===== src/hdl/hgrp_pkg.sv =====
// Package: shared constants and types for the GET request parser.
`default_nettype none
package hgrp_pkg;
	localparam int MaxRequest = 2048;
	localparam int PosW = 12;
	localparam int QDepth = 4;
	localparam int QAw = 2;

	localparam logic [1:0] ST_DONE = 2'd0;
	localparam logic [1:0] ST_BAD = 2'd1;
	localparam logic [1:0] ST_OVER = 2'd2;

	typedef struct packed {
		logic [1:0] status;
		logic keep_alive;
		logic [15:0] body_length;
		logic [10:0] url_offset;
		logic [11:0] url_length;
		logic [10:0] host_offset;
		logic [11:0] host_length;
		logic [11:0] request_length;
	} result_t;

	function automatic logic [7:0] lc(input logic [7:0] c);
		lc = (c >= 8'h41 && c <= 8'h5A) ? c + 8'd32 : c;
	endfunction

	function automatic logic is_sp(input logic [7:0] c);
		is_sp = (c == 8'h20) || (c == 8'h09);
	endfunction

	function automatic logic [7:0] ch_get(input logic [4:0] i);
		case (i)
			5'd0: ch_get = "g";
			5'd1: ch_get = "e";
			5'd2: ch_get = "t";
			default: ch_get = 8'h00;
		endcase
	endfunction

	function automatic logic [7:0] ch_ver(input logic [4:0] i);
		case (i)
			5'd0: ch_ver = "h";
			5'd1: ch_ver = "t";
			5'd2: ch_ver = "t";
			5'd3: ch_ver = "p";
			5'd4: ch_ver = "/";
			5'd5: ch_ver = "1";
			5'd6: ch_ver = ".";
			5'd7: ch_ver = "1";
			default: ch_ver = 8'h00;
		endcase
	endfunction

	function automatic logic [7:0] ch_pfx(input logic [4:0] i);
		case (i)
			5'd0: ch_pfx = "h";
			5'd1: ch_pfx = "t";
			5'd2: ch_pfx = "t";
			5'd3: ch_pfx = "p";
			5'd4: ch_pfx = ":";
			5'd5: ch_pfx = "/";
			5'd6: ch_pfx = "/";
			default: ch_pfx = 8'h00;
		endcase
	endfunction

	function automatic logic [7:0] ch_ka(input logic [4:0] i);
		case (i)
			5'd0: ch_ka = "k";
			5'd1: ch_ka = "e";
			5'd2: ch_ka = "e";
			5'd3: ch_ka = "p";
			5'd4: ch_ka = "-";
			5'd5: ch_ka = "a";
			5'd6: ch_ka = "l";
			5'd7: ch_ka = "i";
			5'd8: ch_ka = "v";
			5'd9: ch_ka = "e";
			default: ch_ka = 8'h00;
		endcase
	endfunction

	function automatic logic [7:0] ch_hdr(input logic [1:0] k, input logic [4:0] i);
		logic [119:0] s;
		logic [3:0] idx;
		case (k)
			2'd0: s = {"connection:", 32'h0};
			2'd1: s = "content-length:";
			default: s = {"host:", 80'h0};
		endcase
		idx = i[3:0];
		ch_hdr = s[8'd119 - {idx, 3'b000} -: 8];
	endfunction

	function automatic logic [4:0] hdr_len(input logic [1:0] k);
		case (k)
			2'd0: hdr_len = 5'd11;
			2'd1: hdr_len = 5'd15;
			default: hdr_len = 5'd5;
		endcase
	endfunction
endpackage
`default_nettype wire


===== src/hdl/hgrp_front.sv =====
// Front end: byte-serial request parser producing result records.
`default_nettype none
module hgrp_front import hgrp_pkg::*; (
	input wire logic clk,
	input wire logic arst_n,
	input wire logic in_fire,
	input wire logic [7:0] c,
	output logic res_valid,
	output result_t res
);
	typedef enum logic [13:0] {
		P_METHOD = 14'h0001, P_URL_SKIP = 14'h0002, P_URL = 14'h0004,
		P_VER_SKIP = 14'h0008, P_VER = 14'h0010, P_HNAME = 14'h0020,
		P_HSKIP = 14'h0040, P_HVAL = 14'h0080, P_HOTHER = 14'h0100,
		P_BODY = 14'h0200, P_LF_NEXT = 14'h0400, P_LF_BAD = 14'h0800,
		P_LF_DONE = 14'h1000, P_LF_BODY = 14'h2000
	} phase_t;

	localparam logic [1:0] U_PATH = 2'd0, U_PREFIX = 2'd1, U_SEARCH = 2'd2, U_JUNK = 2'd3;
	localparam logic [1:0] H_CONN = 2'd0, H_CLEN = 2'd1, H_HOST = 2'd2;

	phase_t phase_q, ph;
	logic [4:0] mp_q, mp;
	logic [1:0] hk_q, hk;
	logic [3:0] lf_q, lf;
	logic [PosW-1:0] bp_q, ls_q, ls;
	logic [15:0] cv_q, cv, cl_q, cl;
	logic ka_q, ka;
	logic [PosW-1:0] t0_q, t1_q, t2_q, t3_q, t0, t1, t2, t3;
	logic [PosW-1:0] pos, np;
	logic [1:0] rs;
	logic fire_res;
	logic [19:0] prod;
	logic [4:0] mp1;
	logic [2:0] keep3;

	always_comb begin
		ph = phase_q; mp = mp_q; hk = hk_q; lf = lf_q; ls = ls_q;
		cv = cv_q; cl = cl_q; ka = ka_q;
		t0 = t0_q; t1 = t1_q; t2 = t2_q; t3 = t3_q;
		pos = bp_q; np = bp_q + 1'b1;
		fire_res = 1'b0; rs = ST_DONE;
		prod = 20'd0; mp1 = mp_q + 5'd1; keep3 = 3'd0;
		if (phase_q == P_LF_NEXT || phase_q == P_LF_BAD || phase_q == P_LF_DONE ||
			phase_q == P_LF_BODY) begin
			if (c != 8'h0A) begin
				fire_res = 1'b1; rs = ST_BAD;
			end else if (phase_q == P_LF_NEXT) begin
				ph = P_HNAME; mp = 5'd0; lf = 4'd7; ls = np;
			end else if (phase_q == P_LF_BAD) begin
				fire_res = 1'b1; rs = ST_BAD;
			end else if (phase_q == P_LF_DONE) begin
				fire_res = 1'b1; rs = ST_DONE;
			end else begin
				cl = cv_q; ph = P_BODY;
			end
		end else if (phase_q == P_BODY) begin
			if (cl_q > 16'd0) cl = cl_q - 16'd1;
			if (cl == 16'd0) fire_res = 1'b1;
		end else if (c == 8'h0A) begin
			fire_res = 1'b1; rs = ST_BAD;
		end else if (c == 8'h0D) begin
			case (phase_q)
				P_METHOD, P_URL_SKIP, P_URL, P_VER_SKIP: ph = P_LF_BAD;
				P_VER: ph = (mp_q == 5'd8 && !lf_q[3]) ? P_LF_NEXT : P_LF_BAD;
				P_HNAME: begin
					if (pos == ls_q) ph = (cv_q != 16'd0) ? P_LF_BODY : P_LF_DONE;
					else ph = P_LF_NEXT;
				end
				P_HSKIP: begin
					if (hk_q == H_HOST) begin
						t2 = pos; t3 = '0;
					end
					ph = P_LF_NEXT;
				end
				P_HVAL: begin
					if (hk_q == H_CONN && mp_q == 5'd10 && !lf_q[3]) ka = 1'b1;
					ph = P_LF_NEXT;
				end
				default: ph = P_LF_NEXT;
			endcase
		end else begin
			case (phase_q)
				P_METHOD: begin
					if (is_sp(c)) begin
						if (mp_q != 5'd3) lf[3] = 1'b1;
						ph = P_URL_SKIP;
					end else if (mp_q < 5'd3 && lc(c) == ch_get(mp_q)) begin
						mp = mp1;
					end else begin
						lf[3] = 1'b1; mp = 5'd4;
					end
				end
				P_URL_SKIP: begin
					if (!is_sp(c)) begin
						ph = P_URL; mp = 5'd0;
						if (c == "/") begin
							hk = U_PATH; t0 = pos; t1 = 12'd1;
						end else if (lc(c) == "h") begin
							hk = U_PREFIX; mp = 5'd1;
						end else begin
							hk = U_JUNK; lf[3] = 1'b1;
						end
					end
				end
				P_URL: begin
					if (is_sp(c)) begin
						if (hk_q != U_PATH) lf[3] = 1'b1;
						ph = P_VER_SKIP; mp = 5'd0;
					end else begin
						case (hk_q)
							U_PATH: t1 = t1_q + 12'd1;
							U_PREFIX: begin
								if (mp_q < 5'd7 && lc(c) == ch_pfx(mp_q)) begin
									mp = mp1;
									if (mp1 == 5'd7) hk = U_SEARCH;
								end else begin
									hk = U_JUNK; lf[3] = 1'b1;
								end
							end
							U_SEARCH: begin
								if (c == "/") begin
									hk = U_PATH; t0 = pos; t1 = 12'd1;
								end
							end
							default: ;
						endcase
					end
				end
				P_VER_SKIP, P_VER: begin
					if (!(phase_q == P_VER_SKIP && is_sp(c))) begin
						ph = P_VER;
						if (mp_q < 5'd8 && lc(c) == ch_ver(mp_q)) mp = mp1;
						else lf[3] = 1'b1;
					end
				end
				P_HNAME: begin
					for (int k = 0; k < 3; k++) begin
						if (lf_q[k] && (mp_q >= hdr_len(2'(k)) ||
							lc(c) != ch_hdr(2'(k), mp_q)))
							lf[k] = 1'b0;
					end
					mp = mp1;
					for (int k = 0; k < 3; k++)
						keep3[k] = lf[k] && (hdr_len(2'(k)) == mp1);
					if (keep3[0] || keep3[1] || keep3[2]) begin
						hk = keep3[0] ? H_CONN : (keep3[1] ? H_CLEN : H_HOST);
						ph = P_HSKIP; mp = 5'd0; lf = 4'd0;
						if (keep3[1] && !keep3[0]) cv = 16'd0;
						if (keep3[2] && !keep3[0] && !keep3[1]) t3 = '0;
					end else if (lf[2:0] == 3'd0) begin
						ph = P_HOTHER;
					end
				end
				P_HSKIP, P_HVAL: begin
					if (!(phase_q == P_HSKIP && is_sp(c))) begin
						ph = P_HVAL;
						if (hk_q == H_CONN) begin
							if (!lf_q[3] && mp_q < 5'd10 && lc(c) == ch_ka(mp_q)) mp = mp1;
							else lf[3] = 1'b1;
						end else if (hk_q == H_CLEN) begin
							if (!lf_q[3] && c >= "0" && c <= "9") begin
								prod = {4'd0, cv_q} * 20'd10 + {12'd0, c - 8'h30};
								cv = (prod > 20'd65535) ? 16'hFFFF : prod[15:0];
							end else begin
								lf[3] = 1'b1;
							end
						end else begin
							if (t3_q == '0) t2 = pos;
							t3 = t3_q + 12'd1;
						end
					end
				end
				default: ;
			endcase
		end
		if (!fire_res && {1'b0, np} >= 13'(MaxRequest)) begin
			fire_res = 1'b1; rs = ST_OVER;
		end
	end

	always_ff @(posedge clk or negedge arst_n) begin
		if (!arst_n) begin
			phase_q <= P_METHOD; mp_q <= '0; hk_q <= '0; lf_q <= '0; bp_q <= '0;
			ls_q <= '0; cv_q <= '0; cl_q <= '0; ka_q <= 1'b0;
			t0_q <= '0; t1_q <= '0; t2_q <= '0; t3_q <= '0; res_valid <= 1'b0;
		end else begin
			res_valid <= in_fire && fire_res;
			if (in_fire) begin
				if (fire_res) begin
					phase_q <= P_METHOD; mp_q <= '0; hk_q <= '0; lf_q <= '0; bp_q <= '0;
					ls_q <= '0; cv_q <= '0; cl_q <= '0; ka_q <= 1'b0;
					t0_q <= '0; t1_q <= '0; t2_q <= '0; t3_q <= '0;
				end else begin
					phase_q <= ph; mp_q <= mp; hk_q <= hk; lf_q <= lf; bp_q <= np;
					ls_q <= ls; cv_q <= cv; cl_q <= cl; ka_q <= ka;
					t0_q <= t0; t1_q <= t1; t2_q <= t2; t3_q <= t3;
				end
			end
		end
	end

	always_ff @(posedge clk) begin
		if (in_fire && fire_res) begin
			res.status <= rs;
			res.request_length <= np;
			if (rs == ST_DONE) begin
				res.keep_alive <= ka; res.body_length <= cv;
				res.url_offset <= t0[10:0]; res.url_length <= t1;
				res.host_offset <= t2[10:0]; res.host_length <= t3;
			end else begin
				res.keep_alive <= 1'b0; res.body_length <= '0;
				res.url_offset <= '0; res.url_length <= '0;
				res.host_offset <= '0; res.host_length <= '0;
			end
		end
	end
endmodule
`default_nettype wire


===== src/hdl/hgrp_queue.sv =====
// Result queue between the parser and the output channel.
`default_nettype none
module hgrp_queue import hgrp_pkg::*; (
	input wire logic clk,
	input wire logic arst_n,
	input wire logic wr_en,
	input wire result_t wr_data,
	input wire logic rd_en,
	output logic rd_valid,
	output result_t rd_data,
	output logic almost_full
);
	result_t mem [QDepth];
	logic [QAw-1:0] wp_q, rp_q;
	logic [QAw:0] cnt_q;

	always_ff @(posedge clk) begin
		if (wr_en) mem[wp_q] <= wr_data;
	end
	assign rd_data = mem[rp_q];
	assign rd_valid = cnt_q != '0;
	// one slot kept for the result already in the front end's output register
	assign almost_full = cnt_q >= (QAw+1)'(QDepth - 2);

	always_ff @(posedge clk or negedge arst_n) begin
		if (!arst_n) begin
			wp_q <= '0; rp_q <= '0; cnt_q <= '0;
		end else begin
			if (wr_en) wp_q <= wp_q + 1'b1;
			if (rd_en) rp_q <= rp_q + 1'b1;
			cnt_q <= cnt_q + (QAw+1)'(wr_en) - (QAw+1)'(rd_en);
		end
	end
endmodule
`default_nettype wire


===== src/hdl/http_get_request_parser_unit.sv =====
// Top level: HTTP GET request parser with byte input and result output.
// Output path: a result passes through the front end's output register and then the result queue before it is shown.
// Throughput: one byte per cycle; input stalls while two or more results wait in the queue.
// Reset: arst_n clears parse state and empties the result queue.
`default_nettype none
module http_get_request_parser_unit import hgrp_pkg::*; (
	input wire logic clk,
	input wire logic arst_n,
	input wire logic in_valid,
	output logic in_stall,
	input wire logic [7:0] data_byte,
	output logic out_valid,
	input wire logic out_stall,
	output logic [1:0] status,
	output logic keep_alive,
	output logic [15:0] body_length,
	output logic [10:0] url_offset,
	output logic [11:0] url_length,
	output logic [10:0] host_offset,
	output logic [11:0] host_length,
	output logic [11:0] request_length
);
	logic in_fire, rv, af;
	result_t r, q;

	assign in_stall = af;
	assign in_fire = in_valid && !in_stall;

	hgrp_front u_front (.clk, .arst_n, .in_fire, .c(data_byte), .res_valid(rv), .res(r));
	hgrp_queue u_queue (.clk, .arst_n, .wr_en(rv), .wr_data(r),
		.rd_en(out_valid && !out_stall), .rd_valid(out_valid), .rd_data(q),
		.almost_full(af));

	assign status = q.status;
	assign keep_alive = q.keep_alive;
	assign body_length = q.body_length;
	assign url_offset = q.url_offset;
	assign url_length = q.url_length;
	assign host_offset = q.host_offset;
	assign host_length = q.host_length;
	assign request_length = q.request_length;
endmodule
`default_nettype wire


===== config.mk =====
export PLATFORM = sky130hd
export DESIGN_NAME = http_get_request_parser_unit
export DESIGN_NICKNAME = d
export VERILOG_FILES = /design/src/hdl/hgrp_pkg.sv /design/src/hdl/hgrp_front.sv /design/src/hdl/hgrp_queue.sv /design/src/hdl/http_get_request_parser_unit.sv
export SDC_FILE = /design/constraint.sdc
export NUM_CORES = 1
export LEC_CHECK = 0
export BUFFER_PORTS_ARGS = -buffer_cell sky130_fd_sc_hd__buf_4
export CORE_UTILIZATION = 35
export CTS_CLUSTER_SIZE = 30
export DETAILED_ROUTE_END_ITERATION = 16
export SYNTH_ARGS = -nofsm -noshare
export SYNTH_HDL_FRONTEND = slang
export SYNTH_HIERARCHICAL = 1
export SYNTH_SLANG_ARGS = --single-unit

===== constraint.sdc =====
create_clock -name clk -period 13.1 [get_ports clk]
set_clock_uncertainty 0.1 [all_clocks]
set_input_delay 1.965 -clock clk [delete_from_list [all_inputs] [get_ports clk]]
set_output_delay 1.965 -clock clk [all_outputs]
set_load 0.02 [all_outputs]

==> metrics, run 1 <==
CTS tree built; Worst R2R End u_front/phase_q[4]; max-slew violations 0; Max IR drop VDD 0.000114 V; final setup TNS 0 ps; vias post-DR 18,000; layout net count 2,237; Total GRT Usage 17.5%; post-synth cell types around 110; number of fill cells slightly below 7,000; Final Hold Fails 0; Worst setup EP type flop; Hold/Removal Path Class flop to flop; H-tree depth 2; worst-margin pin slew approximately 1200 ps; mapped cell area roughly 0.026 mm2; GP Congestion 0.964; hold buffers post-CTS 0; status finished, final reports clean; hold endpoint u_queue/mem[0][19]; Startpoint Class input pin; Synth Instances 2,116; wire length per cell 21.2 um; Pre-Repair DR Iteration Count 5; FF-to-FF Start u_front/mp_q[0]; commonest non-fill, non-tap cell in the layout edfxtp_1; fraction of layout instances using a drive strength above 1 15.7%; clock slew at reported path FFs roughly 60 ps; layout overhead on the synthesized area 12.7%; initial antenna violation count 1; drt drc 0; largest net degree at the start of global routing 76; vias in the first global route around 18,000; Tcrit/Tclk final 45.2%; core footprint 0.0744 mm2; Total Wirelength approximately 67,000 um; starting DRC count in detailed routing 1,668; Yosys reg bits 521; P_leak 10.9 nW; area of the multi-input gates 0.0106 mm2; number of synthesized flops with an enable pin 385; Clock Latency Late Sink 590 ps; R2R depth 15; most frequent cells in the layout 385 x edfxtp_1, 183 x nand2_1, 133 x dfrtp_1; Reg area 0.0150 mm2; CP Class input pin to flop; first-pass GRT wire length 107,000 um; CTS Buf Count 50; worst hold slack 398 ps; ys async rst share 26.1%; register area share after synthesis 56.9%; PD cells 160 mW/mm2; worst-case clock buffer depth 3; Hold Path Origin u_front/res[19]; post-CTS sizing 0; worst hold stages 0; I/O Buffers 90; Die H between 200 and 300 um; Worst Path Required 13,470 ps; CP Max Fanout 20; max cap viols 0; setup bufs post-CTS 0; starting density of the core a little over a third; clk sinks 521; grt ovf 0; crit path time final 5920 ps; Syn Nets 2,197; final setup fails 0; Die Area about 0.076 mm2; number of cell rows 100; RSZ-0062 raised after global routing false; Arrival @ worst endpoint approximately 6300 ps; Rel. slew slack 19.7%; antenna viol nets, final 0; Max Clk Rate 0.169 GHz; Avg Vias per Cell about 5.7; Synth Flop Type edfxtp_1; YS warnings 6; die width ~280 um; Avg Cell Area, Syn 12.4 um2; I/O pin count 91; CTS Root Cell clkbuf_16; Reg2Reg Setup Slack ~7300 ps; Final HPWL DP 45,600 um
## synthesized netlist by cell type (all sizes together) (7+ instances only)
cell type | n | area (um2)
a2111oi | 8 | 77.6
a211oi | 14 | 105
a21o | 20 | 150
a21oi | 103 | 515
a22o | 29 | 254
a31o | 8 | 70.1
a31oi | 23 | 150
and2 | 16 | 100
and3 | 26 | 163
buf | 42 | 268
clkbuf | 89 | 334
dfrtp | 135 | 3380
edfxtp | 385 | 11600
ha | 66 | 826
inv | 47 | 176
mux2 | 13 | 146
mux2i | 23 | 230
mux4 | 77 | 1730
nand2 | 184 | 693
nand2b | 19 | 119
nand3 | 43 | 215
nand4 | 20 | 125
nor2 | 122 | 458
nor2b | 25 | 171
nor3 | 63 | 325
nor3b | 8 | 60.1
nor4 | 31 | 228
nor4b | 7 | 61.3
o211ai | 22 | 179
o21a | 9 | 75.1
o21ai | 137 | 689
o21bai | 9 | 67.6
o221ai | 16 | 158
o2bb2ai | 30 | 263
o31ai | 20 | 155
o41ai | 9 | 105
or2 | 8 | 50.1
or3 | 19 | 119
or4 | 12 | 93.8
xnor2 | 39 | 349
xor2 | 37 | 324
## routing by layer
metal / GRT usage, % / wire (um) / vias up
met5: 0 / 0 / -
met4: 4.24 / 1390 / 0
met3: 2.48 / 3460 / 94
met2: 28.8 / 32000 / 525
met1: 24.4 / 30400 / 9129
li1: - / - / 8273
## layout make-up
cell class,instances,area share [%]
Antenna cell,1,0.00844
Clock buffer,69,4.81
Clock inverter,25,1.23
Inverter,50,0.638
Multi-Input combinational cell,1414,35.7
Sequential cell,521,50.5
Tap cell,969,4.09
Timing Repair Buffer,119,3.03
## where the power goes
| part | internal [mW] | switching, mW | total [mW] |
|---|---|---|---|
| sequential | 1.82 | 0.151 | 1.97 |
| clock | 0.924 | 0.618 | 1.54 |
| combinational | 0.526 | 0.690 | 1.22 |
| total | 3.27 | 1.46 | 4.73 |
## state kept, by name, summed over array words and instances, names as in the netlist
| signal | cells |
|---|---|
| u_front/cl_q | 16 |
| u_queue/mem | 308 |
| u_front/t0_q | 11 |
| u_front/phase_q | 14 |
| u_front/lf_q | 4 |
| u_front/ls_q | 12 |
| u_front/res | 77 |
| u_queue/cnt_q | 3 |
| u_front/bp_q | 12 |
| u_queue/rp_q | 2 |
| u_front/cv_q | 16 |
| u_front/t1_q | 12 |
| u_front/mp_q | 5 |
| u_front/ka_q | 1 |
| u_front/t3_q | 12 |
| u_front/hk_q | 2 |
| u_queue/wp_q | 2 |
| u_front/res_valid | 1 |
| u_front/t2_q | 11 |
## cell families after synthesis
group	count (synthesis)	synth area share [%]
flops	521	56.9
xor+xnor	76	2.56
fa+ha+maj	69	3.37
simple gates	634	12.5
buf+inv	181	3.00
compound gates	522	13.7
mux	113	8.02
## critical path, stage by stage
cell,delay [ps]
buf_4,190
inv_1,190
ha_1,290
o41ai_2,120
and2_1,240
o31ai_2,550
and2_0,430
a31oi_1,170
a2111oi_0,480
o21ai_1,230
nor2b_1,240
a31oi_2,780
mux2_2,410
## how the worst max path moves through the flow
stage | to | depth (start not counted) | slack (ps) | from
floorplan | u_front/res[58] | 14 | 7760 | data_byte[4]
global placement | u_front/phase_q[2] | 13 | 6800 | data_byte[4]
detailed placement | u_front/phase_q[3] | 13 | 6710 | data_byte[4]
CTS | u_front/phase_q[4] | 13 | 7340 | data_byte[4]
global route | u_front/phase_q[2] | 15 | 6960 | u_front/mp_q[0]
finish | u_front/phase_q[4] | 13 | 7180 | data_byte[4]
## metrics by stage
step	cells	util [%]	power (mW)	setup WS (ps)	area, um2
2_1_floorplan	2116	-	2.81	7760	26300
3_3_place_gp	3073	37.4	3.23	6800	27800
3_5_place_dp	3073	37.4	3.24	6710	27800
4_1_cts	3167	39.8	4.79	7340	29600
5_1_grt	3168	39.8	4.94	6960	29600
6_report	3168	39.8	4.73	7180	29600
No activity file was read; power rests on OpenSTA's default activity.
==> run 2: changes to the inputs <==
--- a/config.mk
+++ b/config.mk
@@ -5,6 +5,7 @@
 export SDC_FILE = /design/constraint.sdc
 export NUM_CORES = 1
 export LEC_CHECK = 0
+export ABC_AREA = 1
 export BUFFER_PORTS_ARGS = -buffer_cell sky130_fd_sc_hd__buf_4
 export CORE_UTILIZATION = 35
 export CTS_CLUSTER_SIZE = 30
==> constraint.sdc (replaced) <==
create_clock -name clk -period 5.57 [get_ports clk]
set_clock_uncertainty 0.1 [all_clocks]
set_input_delay 0.8355 -clock clk [delete_from_list [all_inputs] [get_ports clk]]
set_output_delay 0.8355 -clock clk [all_outputs]
set_load 0.02 [all_outputs]
==> metrics, run 2 <==
final setup TNS 0 ps; wire length per cell 16.1 um; final setup fails 0; max cap viols 0; Die H roughly 290 um; number of flip-flops in the largest register 308; CTS Root Cell clkbuf_16; setup bufs post-CTS 0; Rel. slew slack 20.2%; vias post-DR 22,300; synth top area cells edfxtp_1 41%, nand2_1 13%, dfrtp_1 12%; Worst Path Required 5800 ps; CP Class flop to flop; Startpoint Class flop; Avg Vias per Cell 4.91; core footprint between 0.08 and 0.09 mm2; Bufs and invs on worst path 1; ys async rst share 26.1%; CTS tree built; worst-margin pin slew 1190 ps; worst-case clock buffer depth 3; post-synth top area share 40.7%; Synth Flop Type edfxtp_1; ANT cells 0; Clock Latency Late Sink 590 ps; layout overhead on the synthesized area 11.8%; Largest Register u_queue/mem; placed insts about 4,400; RSZ-0062 raised after global routing false; crit-path cells ha_1 -> ha_1 -> fa_1 -> xor2_1 -> ha_1 -> nand2_1 -> inv_1 -> nand4_1 -> nand3_1 -> nand2_1 -> nand2_1 -> nand2_1 -> nor2_1 -> nand3_1 -> nor2_1 -> nand2_1 -> a21oi_1 -> nand2_1 -> nand2_1 -> nand2_1 -> nand2_1 -> nor2_1; hold buffers post-CTS 0; number of synthesized flops with an enable pin 385; drt drc 0; CP max-delay cell dfrtp_1; Avg Cell Area, Syn 8.37 um2; critical path's top delay family simple AND/OR/NAND/NOR gates; clk sinks between 500 and 600; Yosys reg bits 521; first-pass GRT wire length 115,000 um; Post-Layout Cell Count roughly 4,500; layout net count 3,519; P_leak 14.6 nW; area leader, netlist edfxtp_1; initial antenna violation count 0; Synth Instances 3,397; most frequent cells in the layout 953 x nand2_1, 545 x inv_1, 385 x edfxtp_1; H-tree depth 2; grt ovf 0; max-slew violations 0; register area share after synthesis 52.7%; CP Max Fanout 7; post-CTS sizing 0; Syn Nets 3,478; Worst setup EP type flop; Final Hold Fails 0; status finished, final reports clean; Worst path max stage delay approximately 470 ps; vias in the first global route 20,600; commonest non-fill, non-tap cell in the layout nand2_1; starting DRC count in detailed routing 1,830; antenna viol nets, final 0; Final HPWL DP 49,100 um; Arrival @ worst endpoint 4360 ps; GP Congestion between 0.9 and 1; Tcrit/Tclk final about three quarters; Hold/Removal Path Class input pin to asynchronous set/reset pin; Total GRT Usage approximately 18%; cell with the most instances after synthesis nand2_1; YS warnings 6; PnR Total Power between 10 and 15 mW; starting density of the core 35.3%; Die Area just over 0.08 mm2; CTS Buf Count 50; Total Wirelength roughly 73,000 um; Max IR drop VDD 0.000387 V; Max Clk Rate 0.242 GHz; I/O Buffers 90; fraction of layout instances using a drive strength above 1 8.28%; die width 287 um; Pre-Repair DR Iteration Count 6; I/O pin count 91; Cell Area, Placed 0.0301 mm2; final instance area 0.0318 mm2; number of cell rows 104; clock slew at reported path FFs around 60 ps; post-synth cell types 60; mapped cell area ~0.028 mm2; Synth top cells by count 953 x nand2_1, 550 x inv_1, 385 x edfxtp_1, 337 x nand3_1, 245 x nor2_1; largest net degree at the start of global routing 157; crit path time final 4130 ps; CP most frequent cell nand2_1; Regs by FF count u_queue/mem x308, u_front/res x77; PD cells between 400 and 500 mW/mm2
## run 2: path summary, 6_finish.rpt
kind	startpoint	to	slack (ps)	depth (start not counted)
hold reg to reg	u_front/res[43]	u_queue/mem[2][43]	390	0
max in group asynchronous	arst_n	u_front/phase_q[0]	4220	2
min in group clk	u_front/res[43]	u_queue/mem[2][43]	390	0
setup reg to reg	u_front/cv_q[1]	u_front/res[73]	1440	22
hold / removal	arst_n	u_front/cl_q[11]	250	1
setup / recovery	u_front/cv_q[1]	u_front/res[73]	1440	22
## run 2: kinds of logic after synthesis
logic type / after synthesis / synth area share (%)
flip-flops: 521 / 52.7
buffers and inverters: 700 / 9.75
adder cells (fa/ha/maj): 69 / 3.12
AND/OR/NAND/NOR: 1712 / 26.1
multiplexers: 1 / 0.0352
AO/OA/AOI/OAI: 347 / 6.82
XOR/XNOR: 47 / 1.47
## run 2: where the power goes
group          internal [mW]  switching [mW]  total (mW)  leakage, nW
Combinational           1.73            3.58        5.31         8.47
Clock                   1.97            1.44        3.41        0.809
Sequential              4.50           0.305        4.81         5.29
## run 2: cell type report
cell class / count / area (um2)
Clock buffer: 73 / 1500
Clock inverter: 20 / 163
Fill cell: 8014 / 48600
Inverter: 568 / 2140
Multi-Input combinational cell: 2176 / 10700
Sequential cell: 521 / 15000
Tap cell: 1060 / 1330
Timing Repair Buffer: 121 / 975
## run 2: stage by stage
step	util, %	hold WS (ps)	setup slack, ps
finish	39.5	251	1440
detailed placement	37.5	380	1330
CTS	39.5	293	1420
global placement	37.5	372	1360
global route	39.5	323	1110
floorplan	-	349	1060
## run 2: per-layer routing
layer | global-route usage (%) | vias up | routed length [um]
met2 | 29.4 | 612 | 35000
li1 | - | 11100 | -
met1 | 23.9 | 10500 | 32700
met5 | 0 | - | 0
met3 | 2.13 | 119 | 3460
met4 | 4.81 | 0 | 1700
